## config.mk

```make
export PLATFORM = sky130hd
export DESIGN_NAME = nmea_rmc_time_date_extractor_unit
export DESIGN_NICKNAME = d
export VERILOG_FILES = /design/src/rtl/nmea_rmc_pkg.sv /design/src/rtl/nmea_rmc_capture.sv /design/src/rtl/nmea_rmc_time_date_extractor_unit.sv
export SDC_FILE = /design/constraint.sdc
export NUM_CORES = 1
export LEC_CHECK = 0
export ABC_AREA = 1
export ABC_CLOCK_PERIOD_IN_PS = 5200
export BUFFER_PORTS_ARGS = -buffer_cell sky130_fd_sc_hd__buf_4
export CORE_MARGIN = 1
export CORE_UTILIZATION = 59
export DETAILED_ROUTE_END_ITERATION = 6
export PLACE_DENSITY_LB_ADDON = 0.25
export SLEW_MARGIN = 20
export SYNTH_ARGS = -nofsm -noshare
export SYNTH_HDL_FRONTEND = slang
export SYNTH_SLANG_ARGS = --single-unit
```

## constraint.sdc

```tcl
create_clock -name clk_i -period 5.2 [get_ports clk_i]
set_input_delay 1.56 -clock clk_i [delete_from_list [all_inputs] [get_ports clk_i]]
set_output_delay 1.56 -clock clk_i [all_outputs]
set_load 0.01 [all_outputs]
```

## src/rtl/nmea_rmc_pkg.sv

```systemverilog
// Package: constants and types of the RMC time and date extractor.
package nmea_rmc_pkg;

  // Character codes
  localparam logic [7:0] CH_STATUS_OK = 8'h41;  // 'A'
  localparam logic [7:0] CH_SPACE     = 8'h20;  // highest terminator code
  localparam logic [7:0] CH_COMMA     = 8'h2C;
  localparam logic [7:0] CH_ZERO      = 8'h30;
  localparam logic [7:0] DIGIT_LIMIT  = 8'd10;

  // Capture window
  localparam int unsigned CAP_DEPTH = 6;
  localparam int unsigned CAP_PAIRS = CAP_DEPTH / 2;
  localparam int unsigned OFS_W     = $clog2(CAP_DEPTH + 1);
  localparam logic [OFS_W-1:0] CAP_IDLE = OFS_W'(CAP_DEPTH);

  // Comma counter marks (count before the comma is applied)
  localparam logic [3:0] COMMA_SAT     = 4'd10;
  localparam logic [3:0] COMMA_TIME    = 4'd0;  // first comma opens time window
  localparam logic [3:0] COMMA_STATUS  = 4'd1;  // second comma arms status check
  localparam logic [3:0] COMMA_DATE    = 4'd8;  // ninth comma opens date window
  localparam logic [3:0] COMMA_NEEDED  = 4'd9;

  // Control handed to one capture window
  typedef struct packed {
    logic clear;  // terminator: back to reset value
    logic write;  // sentence byte transferred
    logic start;  // this byte opens the window
  } cap_ctrl_t;

endpackage

```

## src/rtl/nmea_rmc_capture.sv

```systemverilog
// Six-byte capture window with per-pair BCD conversion.
module nmea_rmc_capture (
  input  logic                  clk_i,
  input  logic                  rst_ni,
  input  nmea_rmc_pkg::cap_ctrl_t ctrl_i,
  input  logic [7:0]            byte_i,
  output logic [7:0]            pair_bcd_o [nmea_rmc_pkg::CAP_PAIRS]
);

  logic [nmea_rmc_pkg::OFS_W-1:0] offset_q, offset_d;
  logic [7:0]                     bytes_q [nmea_rmc_pkg::CAP_DEPTH];
  logic                           active;

  // Two ASCII digits to packed BCD, zero if either is not a digit
  function automatic logic [7:0] to_bcd(input logic [7:0] hi_c, input logic [7:0] lo_c);
    logic [7:0] hi;
    logic [7:0] lo;
    hi = hi_c - nmea_rmc_pkg::CH_ZERO;
    lo = lo_c - nmea_rmc_pkg::CH_ZERO;
    if (hi >= nmea_rmc_pkg::DIGIT_LIMIT || lo >= nmea_rmc_pkg::DIGIT_LIMIT) begin
      return 8'h00;
    end
    return {hi[3:0], lo[3:0]};
  endfunction

  assign active = (offset_q < nmea_rmc_pkg::CAP_IDLE);

  // Advance the write offset; a start restarts the window
  always_comb begin
    offset_d = offset_q;
    if (ctrl_i.clear) begin
      offset_d = nmea_rmc_pkg::CAP_IDLE;
    end else if (ctrl_i.write) begin
      if (ctrl_i.start) begin
        offset_d = '0;
      end else if (active) begin
        offset_d = offset_q + nmea_rmc_pkg::OFS_W'(1);
      end
    end
  end

  always_ff @(posedge clk_i or negedge rst_ni) begin
    if (!rst_ni) begin
      offset_q <= nmea_rmc_pkg::CAP_IDLE;
    end else begin
      offset_q <= offset_d;
    end
  end

  // Capture raw bytes; clear the window at each terminator
  always_ff @(posedge clk_i or negedge rst_ni) begin
    if (!rst_ni) begin
      for (int i = 0; i < nmea_rmc_pkg::CAP_DEPTH; i++) begin
        bytes_q[i] <= '0;
      end
    end else if (ctrl_i.clear) begin
      for (int i = 0; i < nmea_rmc_pkg::CAP_DEPTH; i++) begin
        bytes_q[i] <= '0;
      end
    end else if (ctrl_i.write && active) begin
      for (int i = 0; i < nmea_rmc_pkg::CAP_DEPTH; i++) begin
        if (offset_q == nmea_rmc_pkg::OFS_W'(i)) begin
          bytes_q[i] <= byte_i;
        end
      end
    end
  end

  // Convert each pair
  always_comb begin
    for (int p = 0; p < nmea_rmc_pkg::CAP_PAIRS; p++) begin
      pair_bcd_o[p] = to_bcd(bytes_q[2*p], bytes_q[2*p+1]);
    end
  end

endmodule

```

## src/rtl/nmea_rmc_time_date_extractor_unit.sv

```systemverilog
// Top level: RMC sentence byte stream in, BCD time and date result out.
//
//   channel | handshake                  | payload
//   --------+----------------------------+-------------------------------------
//   char    | char_valid_i, char_stall_o | char_in_i
//   res     | res_valid_o, res_stall_i   | valid_res_o, hour..year _bcd_o
//
// One byte is taken per clock while char is not stalled; sentence state updates in the same cycle.
// A result appears on res in the cycle after its terminator byte is taken,
// from a single output register fed by the capture windows.
// The char side stalls only while a result waits and res is stalled.
// Reset clears all sentence state and the result valid flag; the payload registers have no reset.
module nmea_rmc_time_date_extractor_unit (
  input  logic       clk_i,
  input  logic       rst_ni,
  input  logic       char_valid_i,
  output logic       char_stall_o,
  input  logic [7:0] char_in_i,
  output logic       res_valid_o,
  input  logic       res_stall_i,
  output logic       valid_res_o,
  output logic [7:0] hour_bcd_o,
  output logic [7:0] minute_bcd_o,
  output logic [7:0] second_bcd_o,
  output logic [7:0] day_bcd_o,
  output logic [7:0] month_bcd_o,
  output logic [7:0] year_bcd_o
);

  logic       accept;
  logic       is_term;
  logic       is_comma;
  logic       comma_hit;
  logic       sentence_valid;
  logic       load_res;

  logic [3:0] comma_count_q, comma_count_d;
  logic       status_ok_q, status_ok_d;
  logic       status_next_q, status_next_d;
  logic       started_q, started_d;
  logic       out_valid_q, out_valid_d;

  logic       valid_res_q;
  logic [7:0] hour_q, minute_q, second_q, day_q, month_q, year_q;

  nmea_rmc_pkg::cap_ctrl_t time_ctrl, date_ctrl;
  logic [7:0] time_bcd [nmea_rmc_pkg::CAP_PAIRS];
  logic [7:0] date_bcd [nmea_rmc_pkg::CAP_PAIRS];

  // Handshake
  assign char_stall_o = out_valid_q && res_stall_i;
  assign accept       = char_valid_i && !char_stall_o;

  // Byte classification
  assign is_term   = (char_in_i <= nmea_rmc_pkg::CH_SPACE);
  assign is_comma  = (char_in_i == nmea_rmc_pkg::CH_COMMA);
  assign comma_hit = is_comma && (comma_count_q < nmea_rmc_pkg::COMMA_SAT);

  // Window control
  always_comb begin
    time_ctrl.clear = accept && is_term;
    time_ctrl.write = accept && !is_term;
    time_ctrl.start = comma_hit && (comma_count_q == nmea_rmc_pkg::COMMA_TIME);
    date_ctrl.clear = accept && is_term;
    date_ctrl.write = accept && !is_term;
    date_ctrl.start = comma_hit && (comma_count_q == nmea_rmc_pkg::COMMA_DATE);
  end

  nmea_rmc_capture u_time (
    .clk_i      (clk_i),
    .rst_ni     (rst_ni),
    .ctrl_i     (time_ctrl),
    .byte_i     (char_in_i),
    .pair_bcd_o (time_bcd)
  );

  nmea_rmc_capture u_date (
    .clk_i      (clk_i),
    .rst_ni     (rst_ni),
    .ctrl_i     (date_ctrl),
    .byte_i     (char_in_i),
    .pair_bcd_o (date_bcd)
  );

  // Sentence state: comma count, status check, started flag
  always_comb begin
    comma_count_d = comma_count_q;
    status_ok_d   = status_ok_q;
    status_next_d = status_next_q;
    started_d     = started_q;
    if (accept) begin
      if (is_term) begin
        comma_count_d = '0;
        status_ok_d   = 1'b0;
        status_next_d = 1'b0;
        started_d     = 1'b0;
      end else begin
        started_d = 1'b1;
        if (status_next_q) begin
          status_ok_d   = (char_in_i == nmea_rmc_pkg::CH_STATUS_OK);
          status_next_d = 1'b0;
        end
        if (comma_hit) begin
          comma_count_d = comma_count_q + 4'd1;
          if (comma_count_q == nmea_rmc_pkg::COMMA_STATUS) begin
            status_next_d = 1'b1;
          end
        end
      end
    end
  end

  always_ff @(posedge clk_i or negedge rst_ni) begin
    if (!rst_ni) begin
      comma_count_q <= '0;
      status_ok_q   <= 1'b0;
      status_next_q <= 1'b0;
      started_q     <= 1'b0;
    end else begin
      comma_count_q <= comma_count_d;
      status_ok_q   <= status_ok_d;
      status_next_q <= status_next_d;
      started_q     <= started_d;
    end
  end

  // Result register: load on a terminator that ends a non-empty sentence
  assign sentence_valid = status_ok_q && (comma_count_q >= nmea_rmc_pkg::COMMA_NEEDED);
  assign load_res       = accept && is_term && started_q;

  always_comb begin
    out_valid_d = out_valid_q;
    if (load_res) begin
      out_valid_d = 1'b1;
    end else if (!res_stall_i) begin
      out_valid_d = 1'b0;
    end
  end

  always_ff @(posedge clk_i or negedge rst_ni) begin
    if (!rst_ni) begin
      out_valid_q <= 1'b0;
    end else begin
      out_valid_q <= out_valid_d;
    end
  end

  // Hold payload until the next load; zero every field when invalid
  always_ff @(posedge clk_i) begin
    if (load_res) begin
      valid_res_q <= sentence_valid;
      hour_q      <= sentence_valid ? time_bcd[0] : 8'h00;
      minute_q    <= sentence_valid ? time_bcd[1] : 8'h00;
      second_q    <= sentence_valid ? time_bcd[2] : 8'h00;
      day_q       <= sentence_valid ? date_bcd[0] : 8'h00;
      month_q     <= sentence_valid ? date_bcd[1] : 8'h00;
      year_q      <= sentence_valid ? date_bcd[2] : 8'h00;
    end
  end

  assign res_valid_o  = out_valid_q;
  assign valid_res_o  = valid_res_q;
  assign hour_bcd_o   = hour_q;
  assign minute_bcd_o = minute_q;
  assign second_bcd_o = second_q;
  assign day_bcd_o    = day_q;
  assign month_bcd_o  = month_q;
  assign year_bcd_o   = year_q;

endmodule

```

# Word level (Yosys, flattened, before mapping)
# Cells that the tools add are included.
op_classes:
  add_sub_neg: 15
  magnitude_cmp: 17
  n_eq_ne: 15
  n_mux: 52
  n_reduce_logical: 57
ops:
  columns: ["cell", "n"]
  rows:
  - ["$mux 48", 4]
  - ["$mux 8", 24]
  - ["$ge 8x4->1 const B", 12]
  - ["$sub 8x6->8 const B", 12]
  - ["$reduce_bool 2->1", 17]
  - ["$reduce_and 2->1", 16]
  - ["$mux 3", 8]
  - ["$mux 1", 14]
  - ["$eq 3x2->1 const B", 4]
  - ["$eq 3x3->1 const B", 4]
  - ["$logic_and 1x1->1", 11]
  - ["$eq 8x6->1 const B", 1]
  - ["$eq 8x7->1 const B", 1]
  - ["$le 8x6->1 const B", 1]
  - ["$mux 4", 2]
  - ["$add 3x1->3 const B", 2]
  - ["$eq 3x1->1 const B", 2]
  - ["$logic_not 3->1", 2]
  - ["$logic_or 1x1->1", 6]
  - ["$lt 3x3->1 const B", 2]
  - ["$reduce_bool 3->1", 2]
  - ["$add 4x1->4 const B", 1]
  - ["$eq 4x1->1 const B", 1]
  - ["$eq 4x4->1 const B", 1]
  - ["5 further kinds", 6]
word_totals:
  ff_bits: 159
  elab_cells: 182

# Logic depth before layout (Yosys ltp)
logic_depth:
  depth_word: 7
  ltp_mapped: 11
  mapped_depth_nobuf: 10

# Hierarchy
# Synthesis repeated with hierarchy kept, for this count alone.
hier_totals:
  cells_unflattened: 912
  hier_area_um2: 7622.3
modules_own_cells:
  columns: ["module", "n_inst", "cells_per_inst", "area_per_inst_um2", "seq_area_each_um2"]
  rows:
  - ["nmea_rmc_capture", 2, 337, 2575.0, 1278.7]
  - ["nmea_rmc_time_date_extractor_unit", 1, 238, 2472.4, 1671.6]

# Worst setup path after synthesis
# No wires, ideal clock.
synth_path:
  path_type: "input to register"
  from: "input char_in_i[0]"
  to: "register day_q[0], in the netlist day_bcd_o[0] (enable)"
  setup_time_ps: 456
  arrival_time_ps: 4486
  t_required_ps: 4744
  path_slack_ps: 259
  cell_stages: 9
  cell_sequence: "inv_1 nand2_1 nor2_1 nand2_4 nand2_2 nand2_4 buf_8 buf_2 nor2_1"
synth_between:
  elab_chain_len: 3
synth_lines:
  columns: ["element", "line", "source"]
  rows:
  - ["start: declaration", "nmea_rmc_time_date_extractor_unit.sv:18", "input logic [7:0] char_in_i,"]
  - ["$le 8x6->1", "nmea_rmc_time_date_extractor_unit.sv:55", "assign is_term = (char_in_i <= nmea_rmc_pkg::CH_SPACE);"]
  - ["$logic_and 1x1->1 (2 in a row)", "nmea_rmc_time_date_extractor_unit.sv:129", "assign load_res = accept && is_term && started_q;"]
  - ["named net load_res", "nmea_rmc_time_date_extractor_unit.sv:35", "logic load_res;"]
  - ["end signal: assignment", "nmea_rmc_time_date_extractor_unit.sv:155", "day_q <= sentence_valid ? date_bcd[0] : 8'h00;"]
  - ["end: declaration", "nmea_rmc_time_date_extractor_unit.sv:44", "logic [7:0] hour_q, minute_q, second_q, day_q, month_q, year_q;"]
# The timed path passes the listed nets, and every way through them passes these cells.
# A chain may end at the register's enable or synchronous reset.

# Worst setup path in the final report
layout_path:
  from: "input res_stall_i"
  to: "output char_stall_o"
layout_between:
  elab_chain_len: 1
layout_lines:
  columns: ["element", "line", "source"]
  rows:
  - ["start: declaration", "nmea_rmc_time_date_extractor_unit.sv:20", "input logic res_stall_i,"]
  - ["$logic_and 1x1->1", "nmea_rmc_time_date_extractor_unit.sv:51", "assign char_stall_o = out_valid_q && res_stall_i;"]
  - ["end: declaration", "nmea_rmc_time_date_extractor_unit.sv:17", "output logic char_stall_o,"]
# No other way between the ends.

==> reports/results.md <==
• status: finished clean
• critical-path cell list: buf_4 -> nand2_1 -> inv_1 -> buf_4
• # diodes: 0
• final critical delay including setup and external delays: 3.52 ns
• CTS clock-pin slew for the worst setup and hold paths: 0.06 ns
• vias after detailed routing: 5,187
• Resized Gates After CTS: 0
• Port Buf Inserts: 62
• most common library cell in the layout ignoring fill and taps: sky130_fd_sc_hd__nand2_1
• Post-Synth Adder-Cell Area: 0.0236
• total power divided by cell area: 521 nW/um^2
• post-synthesis cell type count: 26
• number of buffers inserted to repair setup after CTS: 0
• number of hold violations in the final report: 0
• kind of critical path: in -> out
• Clock Latency Late Sink: 0.41 ns
• Max VDD drop: 0.276 mV
• overall fraction of global-route tracks in use: 0.272
• Main synth FF type: sky130_fd_sc_hd__dfrtp_1
• Initial Utilization: 0.605
• dpl hpwl: 9480 um
• Top Family by Delay on Critical Path: buffers and inverters
• setup violation total in the final timing report: 0
• total congestion overflow: 0
• average footprint of a synthesized cell: 9.54 sq um
• die height: 110 um
• fraction of the mapped netlist area in compound gates: 0.0985
• Rows: 39
• share of post-route cells with drive strength above 1: 0.164
• peak per-stage delay on the critical path: 0.13 ns
• startpoint kind of the worst setup timing path: primary input
• path category of the worst min-delay check: reg -> reg
• via-per-instance ratio: 5.49
• type of element capturing the critical path: output port
• Nets: 813
• slew of the pin with the lowest slew margin: 0.874 ns
• maximum buffer depth of the clock tree: 2
• antenna violations before repair: 0
• TritonCTS clock tree: built
• Design Power: 4.21 mW
• global-route wire length before repair: 24,400 um
• M2 GR Usage: 0.462
• CP Data Required Time: 3.64 ns
• synthesized area: 6880 sq um
• critical path arrival: 1.96 ns
• maximum clock skew at final layout: 0.00770 ns
• GRT Max-Usage Layer: met2
• number of max-slew violations in the final report: 0
• weighted congestion at the end of routability-driven global placement: 0.961
• multiplexer area fraction after synthesis: 0
• total leakage power: 3.75 nW
• Max Freq: 284 MHz
• period utilization: 0.676
• number of nets in the synthesized netlist: 746
• Post-CTS Hold Fix Bufs: 0
• relative slew slack: 0.415
• total I/O pin count: 63
• top post-synthesis cells by area: sky130_fd_sc_hd__dfrtp_1 39%, sky130_fd_sc_hd__edfxtp_1 21%, sky130_fd_sc_hd__nand2_1 7.7%
• dominant combinational cell family by area after synthesis: simple AND/OR/NAND/NOR gates
• Synth async-reset ratio: 0.692
• post-synth top area share: 0.385
• DRC errors left: 0
• maximum fanout along the worst path: 3
• GRT met3 Usage: 0.0523
• buffer and inverter count on the worst path: 3
• drt pass-1 iters: 5
• most frequent cells in the layout: 141 x sky130_fd_sc_hd__nand2_1, 114 x sky130_fd_sc_hd__inv_1, 106 x sky130_fd_sc_hd__dfrtp_1
• simple-gate share of the synthesized area: 0.176
• post-DR wirelength/cell: 15.9 um
• die outline area: 12,100 sq um
• Die W: 110 um
• cell taking the most area after synthesis: sky130_fd_sc_hd__dfrtp_1
• number of global-route vias before repair: 5,082
• total number of H-tree levels: 4
• floorplan core area: 11,400 sq um
• synthesis-to-finish area growth: 17.6%
• cell count after synthesis: 721
• warning count from the yosys run: 0
• RSZ-0062 raised after global routing: false
• number of storage elements in the synthesis netlist: 159
• met1 demand-to-capacity share in global routing: 0.343
• Routed Antenna Nets: 0
• slowest stage cell, crit path: sky130_fd_sc_hd__buf_4
• CTS Root Cell: sky130_fd_sc_hd__clkbuf_16
• largest net degree at the start of global routing: 86
• Max Cap Violations: 0
• xor-xnor portion of the synthesized cell area: 0.00127
• count of flip-flops with a built-in enable after synthesis: 49
• setup total negative slack: 0 ns
• clock tree sinks: 159
• CP dominant cell by count: sky130_fd_sc_hd__buf_4
• Total Routed Length: 15,000 um
• CTS Buf Count: 17
• share of synthesized area occupied by flip-flops and latches: 0.615
• violation count after the first detailed-routing iteration: 419
[worst reg2reg max path: cells and delay by family (launching register included)]
family / cells / cell delay [ns]
and+or+nand+nor: 4 / 1.03
DFF: 1 / 0.38
buffers and inverters: 2 / 0.65
[layer usage]
metal	routed length, um	vias to the layer above
li1	-	2430
met1	5910	2521
met2	7650	202
met3	1040	34
met4	428	0
met5	0	-
[state kept, by name (all words and copies together), names as in the netlist]
| name | count |
|---|---|
| u_date.bytes_q | 48 |
| year_bcd_o | 8 |
| u_time.offset_q | 3 |
| u_date.offset_q | 3 |
| status_ok_q | 1 |
| status_next_q | 1 |
| hour_bcd_o | 8 |
| minute_bcd_o | 8 |
| day_bcd_o | 8 |
| second_bcd_o | 8 |
| started_q | 1 |
| comma_count_q | 4 |
| month_bcd_o | 8 |
| res_valid_o | 1 |
| valid_res_o | 1 |
| u_time.bytes_q | 48 |
[cell usage after synthesis (2+ instances only)]
cell and instances:
sky130_fd_sc_hd__nand2_1 141, sky130_fd_sc_hd__inv_1 114, sky130_fd_sc_hd__dfrtp_1 106, sky130_fd_sc_hd__nor2_1 92, sky130_fd_sc_hd__o21ai_0 59, sky130_fd_sc_hd__o21ai_1 50
sky130_fd_sc_hd__edfxtp_1 49, sky130_fd_sc_hd__nand4_1 20, sky130_fd_sc_hd__nand3_1 17, sky130_fd_sc_hd__ha_1 13, sky130_fd_sc_hd__buf_2 11, sky130_fd_sc_hd__o21ai_2 8
sky130_fd_sc_hd__nand2_4 7, sky130_fd_sc_hd__a21oi_1 6, sky130_fd_sc_hd__buf_6 5, sky130_fd_sc_hd__dfstp_2 4, sky130_fd_sc_hd__inv_2 4, sky130_fd_sc_hd__nand2_2 4
sky130_fd_sc_hd__buf_8 2, sky130_fd_sc_hd__clkbuf_1 2, sky130_fd_sc_hd__nor3_1 2
[worst paths after layout]
check	startpoint	slack, ns	depth (start not counted)	endpoint
setup / recovery	res_stall_i	1.68	4	char_stall_o
hold / removal	u_date.bytes_q[12]$_DFFE_PN0P_	0.50	2	u_date.bytes_q[12]$_DFFE_PN0P_
setup reg to reg	res_valid_o$_DFFE_PN0P_	2.77	6	minute_bcd_o[0]$_SDFFCE_PP0P_
hold reg to reg	u_date.bytes_q[12]$_DFFE_PN0P_	0.50	2	u_date.bytes_q[12]$_DFFE_PN0P_
max in group asynchronous	rst_ni	3.09	2	u_time.offset_q[2]$_DFFE_PN1P_
min in group asynchronous	rst_ni	1.18	1	u_time.bytes_q[34]$_DFFE_PN0P_
[kinds of logic (layout without fill, tap and decap cells)]
family	Yosys count	after routing
buffers and inverters	138	218
xor gates and xnor gates	1	1
DFF	159	159
and+or+nand+nor	285	285
AOI/OAI and AO/OA	125	125
adders and majority gates	13	13
[cell type report]
class                           instances  area (sq um)
Fill cell                             777          3280
Timing Repair Buffer                   68           514
Inverter                              118           443
Clock buffer                           19           443
Multi-Input combinational cell        424          2070
Tap cell                              143           179
Sequential cell                       159          4230
Clock inverter                         13           210
[metrics by stage]
step	cells	setup WS [ns]	hold slack, ns	area [sq um]	util
2_1_floorplan	721	0.259	0.453	6880	-
3_3_place_gp	912	1.48	0.478	7430	0.653
3_5_place_dp	912	1.34	0.485	7430	0.653
4_1_cts	944	1.69	0.499	8080	0.711
5_1_grt	944	1.57	0.499	8090	0.712
6_report	944	1.68	0.502	8090	0.712
[power by group]
group	leakage, nW	internal (mW)	switching [mW]
sequential	1.81	1.69	0.204
clock	0.302	0.867	0.507
combinational	1.63	0.315	0.625
(Power assumes the default switching activity.)
